`config.mk`:
```
export PLATFORM = sky130hd
export DESIGN_NAME = x86_style_alu_8_16
export DESIGN_NICKNAME = d
export VERILOG_FILES = /design/src/rtl/xalu_pkg.sv /design/src/rtl/x86_style_alu_8_16.sv /design/src/rtl/xalu_front.sv /design/src/rtl/xalu_queue.sv /design/src/rtl/xalu_back.sv
export VERILOG_INCLUDE_DIRS = /design/src /design/src/rtl
export SDC_FILE = /design/constraint.sdc
export NUM_CORES = 2
export LEC_CHECK = 0
export BUFFER_PORTS_ARGS = -buffer_cell sky130_fd_sc_hd__clkbuf_2
export CORE_AREA = 2 2 443 445
export CTS_CLUSTER_DIAMETER = 120
export DETAILED_ROUTE_END_ITERATION = 8
export DIE_AREA = 0 0 445 447
export PLACE_DENSITY = 0.72
export SYNTH_ARGS = -nofsm -noshare
export SYNTH_HDL_FRONTEND = slang
export SYNTH_SLANG_ARGS = --single-unit
```
`constraint.sdc`:
```
create_clock -name clk -period 78.4 [get_ports clk]
set_input_delay 7.84 -clock clk [delete_from_list [all_inputs] [get_ports clk]]
set_output_delay 7.84 -clock clk [all_outputs]
set_load 0.005 [all_outputs]
```
`src/rtl/assert_macros.svh`:
```
// Assertion helpers shared by the RTL files.
`ifndef ASSERT_MACROS_SVH
`define ASSERT_MACROS_SVH

// Property that must hold at every clock edge out of reset.
`define ASSERT_ALWAYS(label, prop, msg) \
	label: assert property (@(posedge clk) disable iff (!arst_n) (prop)) else $error(msg);

// Property whose consequent must hold in the cycle after its antecedent.
`define ASSERT_NEXT(label, ante, cons, msg) \
	label: assert property (@(posedge clk) disable iff (!arst_n) (ante) |=> (cons)) \
		else $error(msg);

`endif

```
`src/rtl/xalu_pkg.sv`:
```
`timescale 1ns / 1ps
// ----------------------------------------------------------------------------
// xalu_pkg
// Operation codes and request, result and divider control types of the ALU.
// ----------------------------------------------------------------------------
package xalu_pkg;

	typedef enum logic [3:0] {
		OP_ADD  = 4'd0,
		OP_SUB  = 4'd1,
		OP_MUL  = 4'd2,
		OP_IMUL = 4'd3,
		OP_DIV  = 4'd4,
		OP_IDIV = 4'd5,
		OP_CMP  = 4'd6,
		OP_AND  = 4'd7,
		OP_OR   = 4'd8,
		OP_XOR  = 4'd9,
		OP_NOT  = 4'd10,
		OP_NOP  = 4'd15
	} alu_op_t;

	localparam logic [3:0] MODE_MAX = 4'd10;
	localparam int DIV_STEPS = 16;

	typedef struct packed {
		alu_op_t     op;
		logic        is_byte;
		logic [15:0] a;
		logic [15:0] b;
		logic [15:0] al;
		logic [15:0] ah;
	} alu_req_t;

	typedef struct packed {
		logic [15:0] dres;
		logic        wd;
		logic [15:0] lo;
		logic [15:0] hi;
		logic        wl;
		logic        wh;
		logic        cf;
		logic        of;
		logic        sf;
		logic        zf;
		logic        fv;
		logic        de;
	} alu_res_t;

	typedef struct packed {
		logic        is_div;
		logic        is_signed;
		logic        is_byte;
		logic        neg_d;
		logic        neg_v;
		logic        bad;
		logic [15:0] dvsr;
	} div_ctl_t;

endpackage

```
`src/rtl/x86_style_alu_8_16.sv`:
```
`timescale 1ns / 1ps
// ----------------------------------------------------------------------------
// x86_style_alu_8_16
// Byte or word integer ALU with add, sub, cmp, logic, not, mul and div.
// ----------------------------------------------------------------------------
// Throughput is one request per cycle for every operation while out_stall is low.
// The sixteen-stage pipelined restoring divider sets the latency.
// Reset clears all valid bits and queue pointers; the block is ready at once.
module x86_style_alu_8_16 import xalu_pkg::*; (
	input  logic        clk,
	input  logic        arst_n,
	input  logic        in_valid,
	output logic        in_stall,
	input  logic [3:0]  mode,
	input  logic        is_byte,
	input  logic [15:0] dest_value,
	input  logic [15:0] src_value,
	input  logic [15:0] acc_low_in,
	input  logic [15:0] acc_high_in,
	output logic        out_valid,
	input  logic        out_stall,
	output logic [15:0] dest_result,
	output logic        write_dest,
	output logic [15:0] acc_low_out,
	output logic [15:0] acc_high_out,
	output logic        write_acc_low,
	output logic        write_acc_high,
	output logic        carry_flag,
	output logic        overflow_flag,
	output logic        sign_flag,
	output logic        zero_flag,
	output logic        flags_valid,
	output logic        divide_error
);

	logic     q_full;
	logic     req_valid;
	alu_req_t req;
	logic     pop;
	logic     head_valid;
	alu_req_t head;

	xalu_front u_front (
		.clk         (clk),
		.arst_n      (arst_n),
		.in_valid    (in_valid),
		.in_stall    (in_stall),
		.mode        (mode),
		.is_byte     (is_byte),
		.dest_value  (dest_value),
		.src_value   (src_value),
		.acc_low_in  (acc_low_in),
		.acc_high_in (acc_high_in),
		.q_full      (q_full),
		.req_valid   (req_valid),
		.req         (req)
	);

	xalu_queue u_queue (
		.clk        (clk),
		.arst_n     (arst_n),
		.push       (req_valid),
		.push_req   (req),
		.full       (q_full),
		.pop        (pop),
		.head_valid (head_valid),
		.head       (head)
	);

	xalu_back u_back (
		.clk            (clk),
		.arst_n         (arst_n),
		.head_valid     (head_valid),
		.head           (head),
		.pop            (pop),
		.out_valid      (out_valid),
		.out_stall      (out_stall),
		.dest_result    (dest_result),
		.write_dest     (write_dest),
		.acc_low_out    (acc_low_out),
		.acc_high_out   (acc_high_out),
		.write_acc_low  (write_acc_low),
		.write_acc_high (write_acc_high),
		.carry_flag     (carry_flag),
		.overflow_flag  (overflow_flag),
		.sign_flag      (sign_flag),
		.zero_flag      (zero_flag),
		.flags_valid    (flags_valid),
		.divide_error   (divide_error)
	);

endmodule

```
`src/rtl/xalu_front.sv`:
```
`timescale 1ns / 1ps
// ----------------------------------------------------------------------------
// xalu_front
// Accepts requests, decodes the mode and masks the operands to the width.
// ----------------------------------------------------------------------------
module xalu_front import xalu_pkg::*; (
	input  logic        clk,
	input  logic        arst_n,
	input  logic        in_valid,
	output logic        in_stall,
	input  logic [3:0]  mode,
	input  logic        is_byte,
	input  logic [15:0] dest_value,
	input  logic [15:0] src_value,
	input  logic [15:0] acc_low_in,
	input  logic [15:0] acc_high_in,
	input  logic        q_full,
	output logic        req_valid,
	output alu_req_t    req
);

	logic     req_valid_q;
	alu_req_t req_q;
	alu_req_t dec;

	always_comb begin
		dec.op      = (mode > MODE_MAX) ? OP_NOP : alu_op_t'(mode);
		dec.is_byte = is_byte;
		dec.a       = is_byte ? {8'h00, dest_value[7:0]} : dest_value;
		dec.b       = is_byte ? {8'h00, src_value[7:0]} : src_value;
		dec.al      = acc_low_in;
		dec.ah      = acc_high_in;
	end

	assign in_stall  = req_valid_q & q_full;
	assign req_valid = req_valid_q;
	assign req       = req_q;

	always_ff @(posedge clk or negedge arst_n) begin
		if (!arst_n) begin
			req_valid_q <= 1'b0;
		end else if (!in_stall) begin
			req_valid_q <= in_valid;
		end
	end

	always_ff @(posedge clk) begin
		if (in_valid && !in_stall) begin
			req_q <= dec;
		end
	end

endmodule

```
`src/rtl/xalu_queue.sv`:
```
`timescale 1ns / 1ps
// ----------------------------------------------------------------------------
// xalu_queue
// Two-entry request queue between the decode front and the execution back.
// ----------------------------------------------------------------------------
`include "assert_macros.svh"
module xalu_queue import xalu_pkg::*; (
	input  logic     clk,
	input  logic     arst_n,
	input  logic     push,
	input  alu_req_t push_req,
	output logic     full,
	input  logic     pop,
	output logic     head_valid,
	output alu_req_t head
);

	alu_req_t    mem_q [0:1];
	logic        wr_ptr_q;
	logic        rd_ptr_q;
	logic [1:0]  cnt_q;
	logic        do_push;
	logic        do_pop;

	assign full       = cnt_q == 2'd2;
	assign head_valid = cnt_q != 2'd0;
	assign head       = mem_q[rd_ptr_q];
	assign do_push    = push & ~full;
	assign do_pop     = pop & head_valid;

	always_ff @(posedge clk or negedge arst_n) begin
		if (!arst_n) begin
			wr_ptr_q <= 1'b0;
			rd_ptr_q <= 1'b0;
			cnt_q    <= 2'd0;
		end else begin
			if (do_push) begin
				wr_ptr_q <= ~wr_ptr_q;
			end
			if (do_pop) begin
				rd_ptr_q <= ~rd_ptr_q;
			end
			cnt_q <= cnt_q + {1'b0, do_push} - {1'b0, do_pop};
		end
	end

	always_ff @(posedge clk) begin
		if (do_push) begin
			mem_q[wr_ptr_q] <= push_req;
		end
	end

	`ASSERT_ALWAYS(a_cnt_range, cnt_q != 2'd3, "Queue count out of range.")
	`ASSERT_NEXT(a_push_counts, do_push && !do_pop, cnt_q == $past(cnt_q) + 2'd1,
		"Queue count did not grow on a push.")

endmodule

```
`src/rtl/xalu_back.sv`:
```
`timescale 1ns / 1ps
// ----------------------------------------------------------------------------
// xalu_back
// Executes requests: arithmetic, logic and multiply in the first stage, then
// a sixteen-stage restoring divider, then the output register.
// ----------------------------------------------------------------------------
`include "assert_macros.svh"
module xalu_back import xalu_pkg::*; (
	input  logic        clk,
	input  logic        arst_n,
	input  logic        head_valid,
	input  alu_req_t    head,
	output logic        pop,
	output logic        out_valid,
	input  logic        out_stall,
	output logic [15:0] dest_result,
	output logic        write_dest,
	output logic [15:0] acc_low_out,
	output logic [15:0] acc_high_out,
	output logic        write_acc_low,
	output logic        write_acc_high,
	output logic        carry_flag,
	output logic        overflow_flag,
	output logic        sign_flag,
	output logic        zero_flag,
	output logic        flags_valid,
	output logic        divide_error
);

	logic        en;
	logic        out_valid_q;
	alu_res_t    out_q;

	logic        vld_s [0:DIV_STEPS];
	alu_res_t    res_s [0:DIV_STEPS];
	div_ctl_t    ctl_s [0:DIV_STEPS];
	logic [15:0] rem_s [0:DIV_STEPS];
	logic [15:0] quo_s [0:DIV_STEPS];

	alu_res_t    ex;
	div_ctl_t    ex_ctl;
	logic [15:0] m;
	logic [15:0] top;
	logic [16:0] sum;
	logic [16:0] diff;
	logic [15:0] fres;
	logic        sx;
	logic [16:0] ma;
	logic [16:0] mb;
	logic [33:0] prod;
	logic [31:0] p;
	logic        mul_big;
	logic [31:0] dvd;
	logic [31:0] mag_d;
	logic [15:0] vs;
	logic [15:0] mag_v;

	assign en  = ~out_valid_q | ~out_stall;
	assign pop = en & head_valid;

	always_comb begin
		m    = head.is_byte ? 16'h00FF : 16'hFFFF;
		top  = head.is_byte ? 16'h0080 : 16'h8000;
		sum  = {1'b0, head.a} + {1'b0, head.b};
		diff = {1'b0, head.a} - {1'b0, head.b};
		sx   = head.op == OP_IMUL;
		ma   = head.is_byte ? {{9{sx & head.al[7]}}, head.al[7:0]}
			: {sx & head.al[15], head.al};
		mb   = head.is_byte ? {{9{sx & head.b[7]}}, head.b[7:0]}
			: {sx & head.b[15], head.b};
		prod = 34'($signed(ma) * $signed(mb));
		p    = prod[31:0];
		if (head.is_byte) begin
			mul_big = sx ? !(p[15:7] == 9'h000 || p[15:7] == 9'h1FF) : (p[15:8] != 8'h00);
		end else begin
			mul_big = sx ? !(p[31:15] == 17'h00000 || p[31:15] == 17'h1FFFF)
				: (p[31:16] != 16'h0000);
		end

		ex   = '0;
		fres = '0;
		unique case (head.op)
			OP_ADD: begin
				fres    = sum[15:0] & m;
				ex.cf   = head.is_byte ? sum[8] : sum[16];
				ex.of   = |(~(head.a ^ head.b) & (head.a ^ fres) & top);
				ex.dres = fres;
				ex.wd   = 1'b1;
				ex.fv   = 1'b1;
			end
			OP_SUB, OP_CMP: begin
				fres    = diff[15:0] & m;
				ex.cf   = diff[16];
				ex.of   = |((head.a ^ head.b) & (head.a ^ fres) & top);
				ex.dres = (head.op == OP_SUB) ? fres : 16'h0000;
				ex.wd   = head.op == OP_SUB;
				ex.fv   = 1'b1;
			end
			OP_AND, OP_OR, OP_XOR: begin
				fres    = (head.op == OP_AND) ? (head.a & head.b)
					: (head.op == OP_OR) ? (head.a | head.b) : (head.a ^ head.b);
				ex.dres = fres;
				ex.wd   = 1'b1;
				ex.fv   = 1'b1;
			end
			OP_NOT: begin
				ex.dres = ~head.a & m;
				ex.wd   = 1'b1;
			end
			OP_MUL, OP_IMUL: begin
				fres  = p[15:0] & m;
				ex.lo = p[15:0];
				ex.hi = head.is_byte ? 16'h0000 : p[31:16];
				ex.wl = 1'b1;
				ex.wh = ~head.is_byte;
				ex.cf = mul_big;
				ex.of = mul_big;
				ex.fv = 1'b1;
			end
			OP_DIV, OP_IDIV, OP_NOP: begin
				fres = '0;
			end
			default: begin
				fres = '0;
			end
		endcase
		if (ex.fv) begin
			ex.sf = |(fres & top);
			ex.zf = fres == 16'h0000;
		end

		ex_ctl.is_div    = (head.op == OP_DIV) || (head.op == OP_IDIV);
		ex_ctl.is_signed = head.op == OP_IDIV;
		ex_ctl.is_byte   = head.is_byte;
		if (!head.is_byte) begin
			dvd = {head.ah, head.al};
		end else if (ex_ctl.is_signed) begin
			dvd = {{16{head.al[15]}}, head.al};
		end else begin
			dvd = {16'h0000, head.al};
		end
		ex_ctl.neg_d = ex_ctl.is_signed & dvd[31];
		mag_d        = ex_ctl.neg_d ? (32'h0 - dvd) : dvd;
		ex_ctl.neg_v = ex_ctl.is_signed & (head.is_byte ? head.b[7] : head.b[15]);
		vs           = head.is_byte ? {{8{head.b[7]}}, head.b[7:0]} : head.b;
		mag_v        = ex_ctl.neg_v ? (16'h0 - vs) : head.b;
		ex_ctl.dvsr  = mag_v;
		ex_ctl.bad   = (head.b == 16'h0000) || (mag_d[31:16] >= mag_v);
	end

	always_ff @(posedge clk or negedge arst_n) begin
		if (!arst_n) begin
			for (int k = 0; k <= DIV_STEPS; k++) begin
				vld_s[k] <= 1'b0;
			end
			out_valid_q <= 1'b0;
		end else if (en) begin
			vld_s[0] <= head_valid;
			for (int k = 0; k < DIV_STEPS; k++) begin
				vld_s[k+1] <= vld_s[k];
			end
			out_valid_q <= vld_s[DIV_STEPS];
		end
	end

	always_ff @(posedge clk) begin
		if (en) begin
			res_s[0] <= ex;
			ctl_s[0] <= ex_ctl;
			rem_s[0] <= mag_d[31:16];
			quo_s[0] <= mag_d[15:0];
		end
	end

	for (genvar g = 0; g < DIV_STEPS; g++) begin : g_div
		logic [16:0] part;
		logic        ge;
		logic [16:0] sub;

		assign part = {rem_s[g], quo_s[g][15]};
		assign ge   = part >= {1'b0, ctl_s[g].dvsr};
		assign sub  = part - {1'b0, ctl_s[g].dvsr};

		always_ff @(posedge clk) begin
			if (en) begin
				res_s[g+1] <= res_s[g];
				ctl_s[g+1] <= ctl_s[g];
				rem_s[g+1] <= ge ? sub[15:0] : part[15:0];
				quo_s[g+1] <= {quo_s[g][14:0], ge};
			end
		end
	end

	div_ctl_t    fc;
	logic [15:0] q;
	logic [15:0] r;
	logic        neg_q;
	logic [15:0] qs;
	logic [15:0] rs;
	logic        rng;
	alu_res_t    fin;

	always_comb begin
		fc    = ctl_s[DIV_STEPS];
		q     = quo_s[DIV_STEPS];
		r     = rem_s[DIV_STEPS];
		neg_q = fc.neg_d ^ fc.neg_v;
		qs    = neg_q ? (16'h0 - q) : q;
		rs    = fc.neg_d ? (16'h0 - r) : r;
		if (!fc.is_signed) begin
			rng = fc.is_byte & (q[15:8] != 8'h00);
		end else if (fc.is_byte) begin
			rng = neg_q ? (q > 16'd128) : (q > 16'd127);
		end else begin
			rng = neg_q ? (q > 16'h8000) : (q > 16'h7FFF);
		end
		fin = res_s[DIV_STEPS];
		if (fc.is_div) begin
			fin = '0;
			if (fc.bad || rng) begin
				fin.de = 1'b1;
			end else begin
				fin.lo = fc.is_byte ? {rs[7:0], qs[7:0]} : qs;
				fin.hi = fc.is_byte ? 16'h0000 : rs;
				fin.wl = 1'b1;
				fin.wh = ~fc.is_byte;
			end
		end
	end

	always_ff @(posedge clk) begin
		if (en) begin
			out_q <= fin;
		end
	end

	assign out_valid      = out_valid_q;
	assign dest_result    = out_q.dres;
	assign write_dest     = out_q.wd;
	assign acc_low_out    = out_q.lo;
	assign acc_high_out   = out_q.hi;
	assign write_acc_low  = out_q.wl;
	assign write_acc_high = out_q.wh;
	assign carry_flag     = out_q.cf;
	assign overflow_flag  = out_q.of;
	assign sign_flag      = out_q.sf;
	assign zero_flag      = out_q.zf;
	assign flags_valid    = out_q.fv;
	assign divide_error   = out_q.de;

	`ASSERT_ALWAYS(a_err_quiet, !out_valid_q || !out_q.de ||
		(!out_q.wd && !out_q.wl && !out_q.wh && !out_q.fv),
		"Divide error result carries a write or flags.")
	`ASSERT_ALWAYS(a_high_needs_low, !out_valid_q || !out_q.wh || out_q.wl,
		"High register written without the accumulator.")

endmodule

```
==> results.txt <==
outcome = complete, no violations
sequential element share of the synthesized area = 0.664
Required @ worst endpoint = 78.83 ns
DRC viols = 0
Mapped Nets = 7,587
slew at the pin with the worst max-slew slack = 1.15 ns
number of synthesized register bits = 2,141
GRT Resource Usage Total = 0.185
# rows = 162
largest area contributor in the netlist = edfxtp_1
final hold vios = 0
Starting Density = 0.498
post_cts resized = 0
clock sinks = 2,141
drt wl/cell = 18.6 µm
Die Y = 447 µm
fin. max-slew vios = 0
largest net degree at the start of global routing = 224
CP Capture Type = flip-flop
final setup fails = 0
# IOs = 132
part of the cycle the worst path needs = 0.158
htree depth = 4
P&R area growth vs syn = 11.1%
I/O Buffers = 131
count of cell types in the netlist = 101
max_slew headroom = 0.232
antenna violations before repair = 10
most common cell after layout, fill and taps aside = edfxtp_1
Startpoint Class = primary input
remaining global-route overflow = 0
Synth warnings = 0
clock latency on the worst-skew pair = 0.86 ns
top post-synthesis cells by area = edfxtp_1 66%, fa_1 6.2%, ha_1 5.3%, inv_1 3.2%, nor2_1 2.2%
die area = 199,000 µm²
clk slew on worst S/H paths = 0.06 ns
hold crit path type = flip-flop to flip-flop
initial drt markers = 3,927
Peak Freq = 80.9 MHz
layout cells sized above 1 = 0.0937
setup bufs post-CTS = 0
pre-CTS WS = 65.16 ns
Root Buffer = clkbuf_16
TNS Setup = 0 ns
Post-DRT Antenna Nets = 0
CTS tree = yes
type of the worst setup path = primary input to flip-flop
Post-layout nets = 7,864
first-pass GRT wire length = 287,000 µm
vias per inst = 5.30
CTS Buffer Depth = 3
most frequent cells in the layout = 2,118 x edfxtp_1, 825 x inv_1, 563 x nor2_1, 412 x nand2_1, 408 x ha_1
CTS buffer count = 205
Mapped Cells = 6,806
maxcap violations = 0
Post-Route WL = 182,000 µm
Post-synth EDFFs = 2,118
vias in the first global route = 52,200
vias = 51,900
RSZ-0062 raised after global routing = false
Die W = 445 µm
Avg Inst Size Synth = 14.2 µm²
core area = 194,000 µm²
final setup margin = 66.04 ns
GPL Wtd Cong = 0.916
hold buffers post-CTS = 0
DRT Pass-1 Iters = 6
critical path fanouts, max = 176
Crit path arrival time = 12.79 ns
Max Clock Skew = 0.0780 ns
Period minus WS final = 12.36 ns
HPWL after DPL = 131,000 µm
Synth async-reset ratio = 0.0107
Mapped Area = 96,700 µm²
top_reg_cell synth = edfxtp_1
top cell type's share of synthesized area = 0.658
-- cell usage after synthesis, drive strengths merged (85+ instances only) --
library cell and instances:
edfxtp 2118, inv 830, nor2 565, nand2 413, ha 408, a21oi 349
fa 300, o21ai 223, xnor2 189, xor2 118, clkbuf 107, nor3 103
nand3 93, mux2 92, nor2b 87, a21o 85
-- cells by family (layout without fill, tap and decap cells) --
family | count (synthesis) | count (layout) | share of synthesized area
compound gates | 1032 | 1032 | 0.0672
xor+xnor | 307 | 307 | 0.0279
fa+ha+maj | 708 | 708 | 0.115
buf+inv | 968 | 1417 | 0.0382
flops | 2141 | 2141 | 0.664
mux | 155 | 155 | 0.0177
other cells | 0 | 5 | 0
simple gates | 1495 | 1495 | 0.0702
-- metal layers --
layer  global-route usage  wire length (µm)  vias up
li1                     -                 -    24900
met1                0.240             77100    25400
met2                0.313             89300     1280
met3               0.0329              9480      356
met4               0.0665              6290        4
met5                    0                27        -
-- critical path, cell delays in order --
cell and delay, ns:
clkbuf_2 0.11, nand2_4 0.42, buf_4 0.77, buf_12 0.67, buf_4 0.78, buf_4 0.90
buf_4 0.96
-- path summary, 6_finish.rpt --
kind | from | to | slack, ns | cells past startpoint
min in group asynchronous | arst_n | u_back.vld_s[11] | 7.02 | 1
worst min-delay path | u_back.quo_s[0][93] | u_back.quo_s[0][110] | 0.39 | 0
max in group asynchronous | arst_n | u_queue.rd_ptr_q | 70.93 | 1
worst max-delay path | out_stall | u_back.rem_s[0][233] | 66.04 | 7
worst max register to register | u_queue.rd_ptr_q | u_back.res_s[0][5] | 67.31 | 29
worst min register to register | u_back.quo_s[0][93] | u_back.quo_s[0][110] | 0.39 | 0
-- final cells by class --
cell class	count	area (µm²)
clock inverter	138	1520
antenna	5	12.5
sequential	2141	64200
inverter	833	3130
timing repair buffer	205	1240
multi-input combinational	3697	28900
clock buffer	241	5280
fill	15300	86700
tap	2542	3180
-- through the flow --
step | utilization | cells | instance area [µm²] | hold WS, ns
after detailed placement | 0.518 | 9418 | 101000 | 0.405
after global routing | 0.553 | 9800 | 107000 | 0.392
after CTS | 0.553 | 9797 | 107000 | 0.387
after floorplan | - | 6806 | 96700 | 0.400
after global placement | 0.518 | 9418 | 101000 | 0.400
final | 0.553 | 9802 | 107000 | 0.388
-- state kept, by name (all words and copies together), names as in the netlist, 2 cells and up --
name / flops
u_back.acc_high_out: 16
u_back.acc_low_out: 16
u_back.ctl_s: 358
u_back.dest_result: 16
u_back.quo_s: 272
u_back.rem_s: 272
u_back.res_s: 952
u_back.vld_s: 17
u_front.req: 69
u_queue.cnt_q: 2
u_queue.mem_q: 138
Power is not shown: default switching activity piles up to over one toggle a cycle in this logic, so the estimate is an artifact.
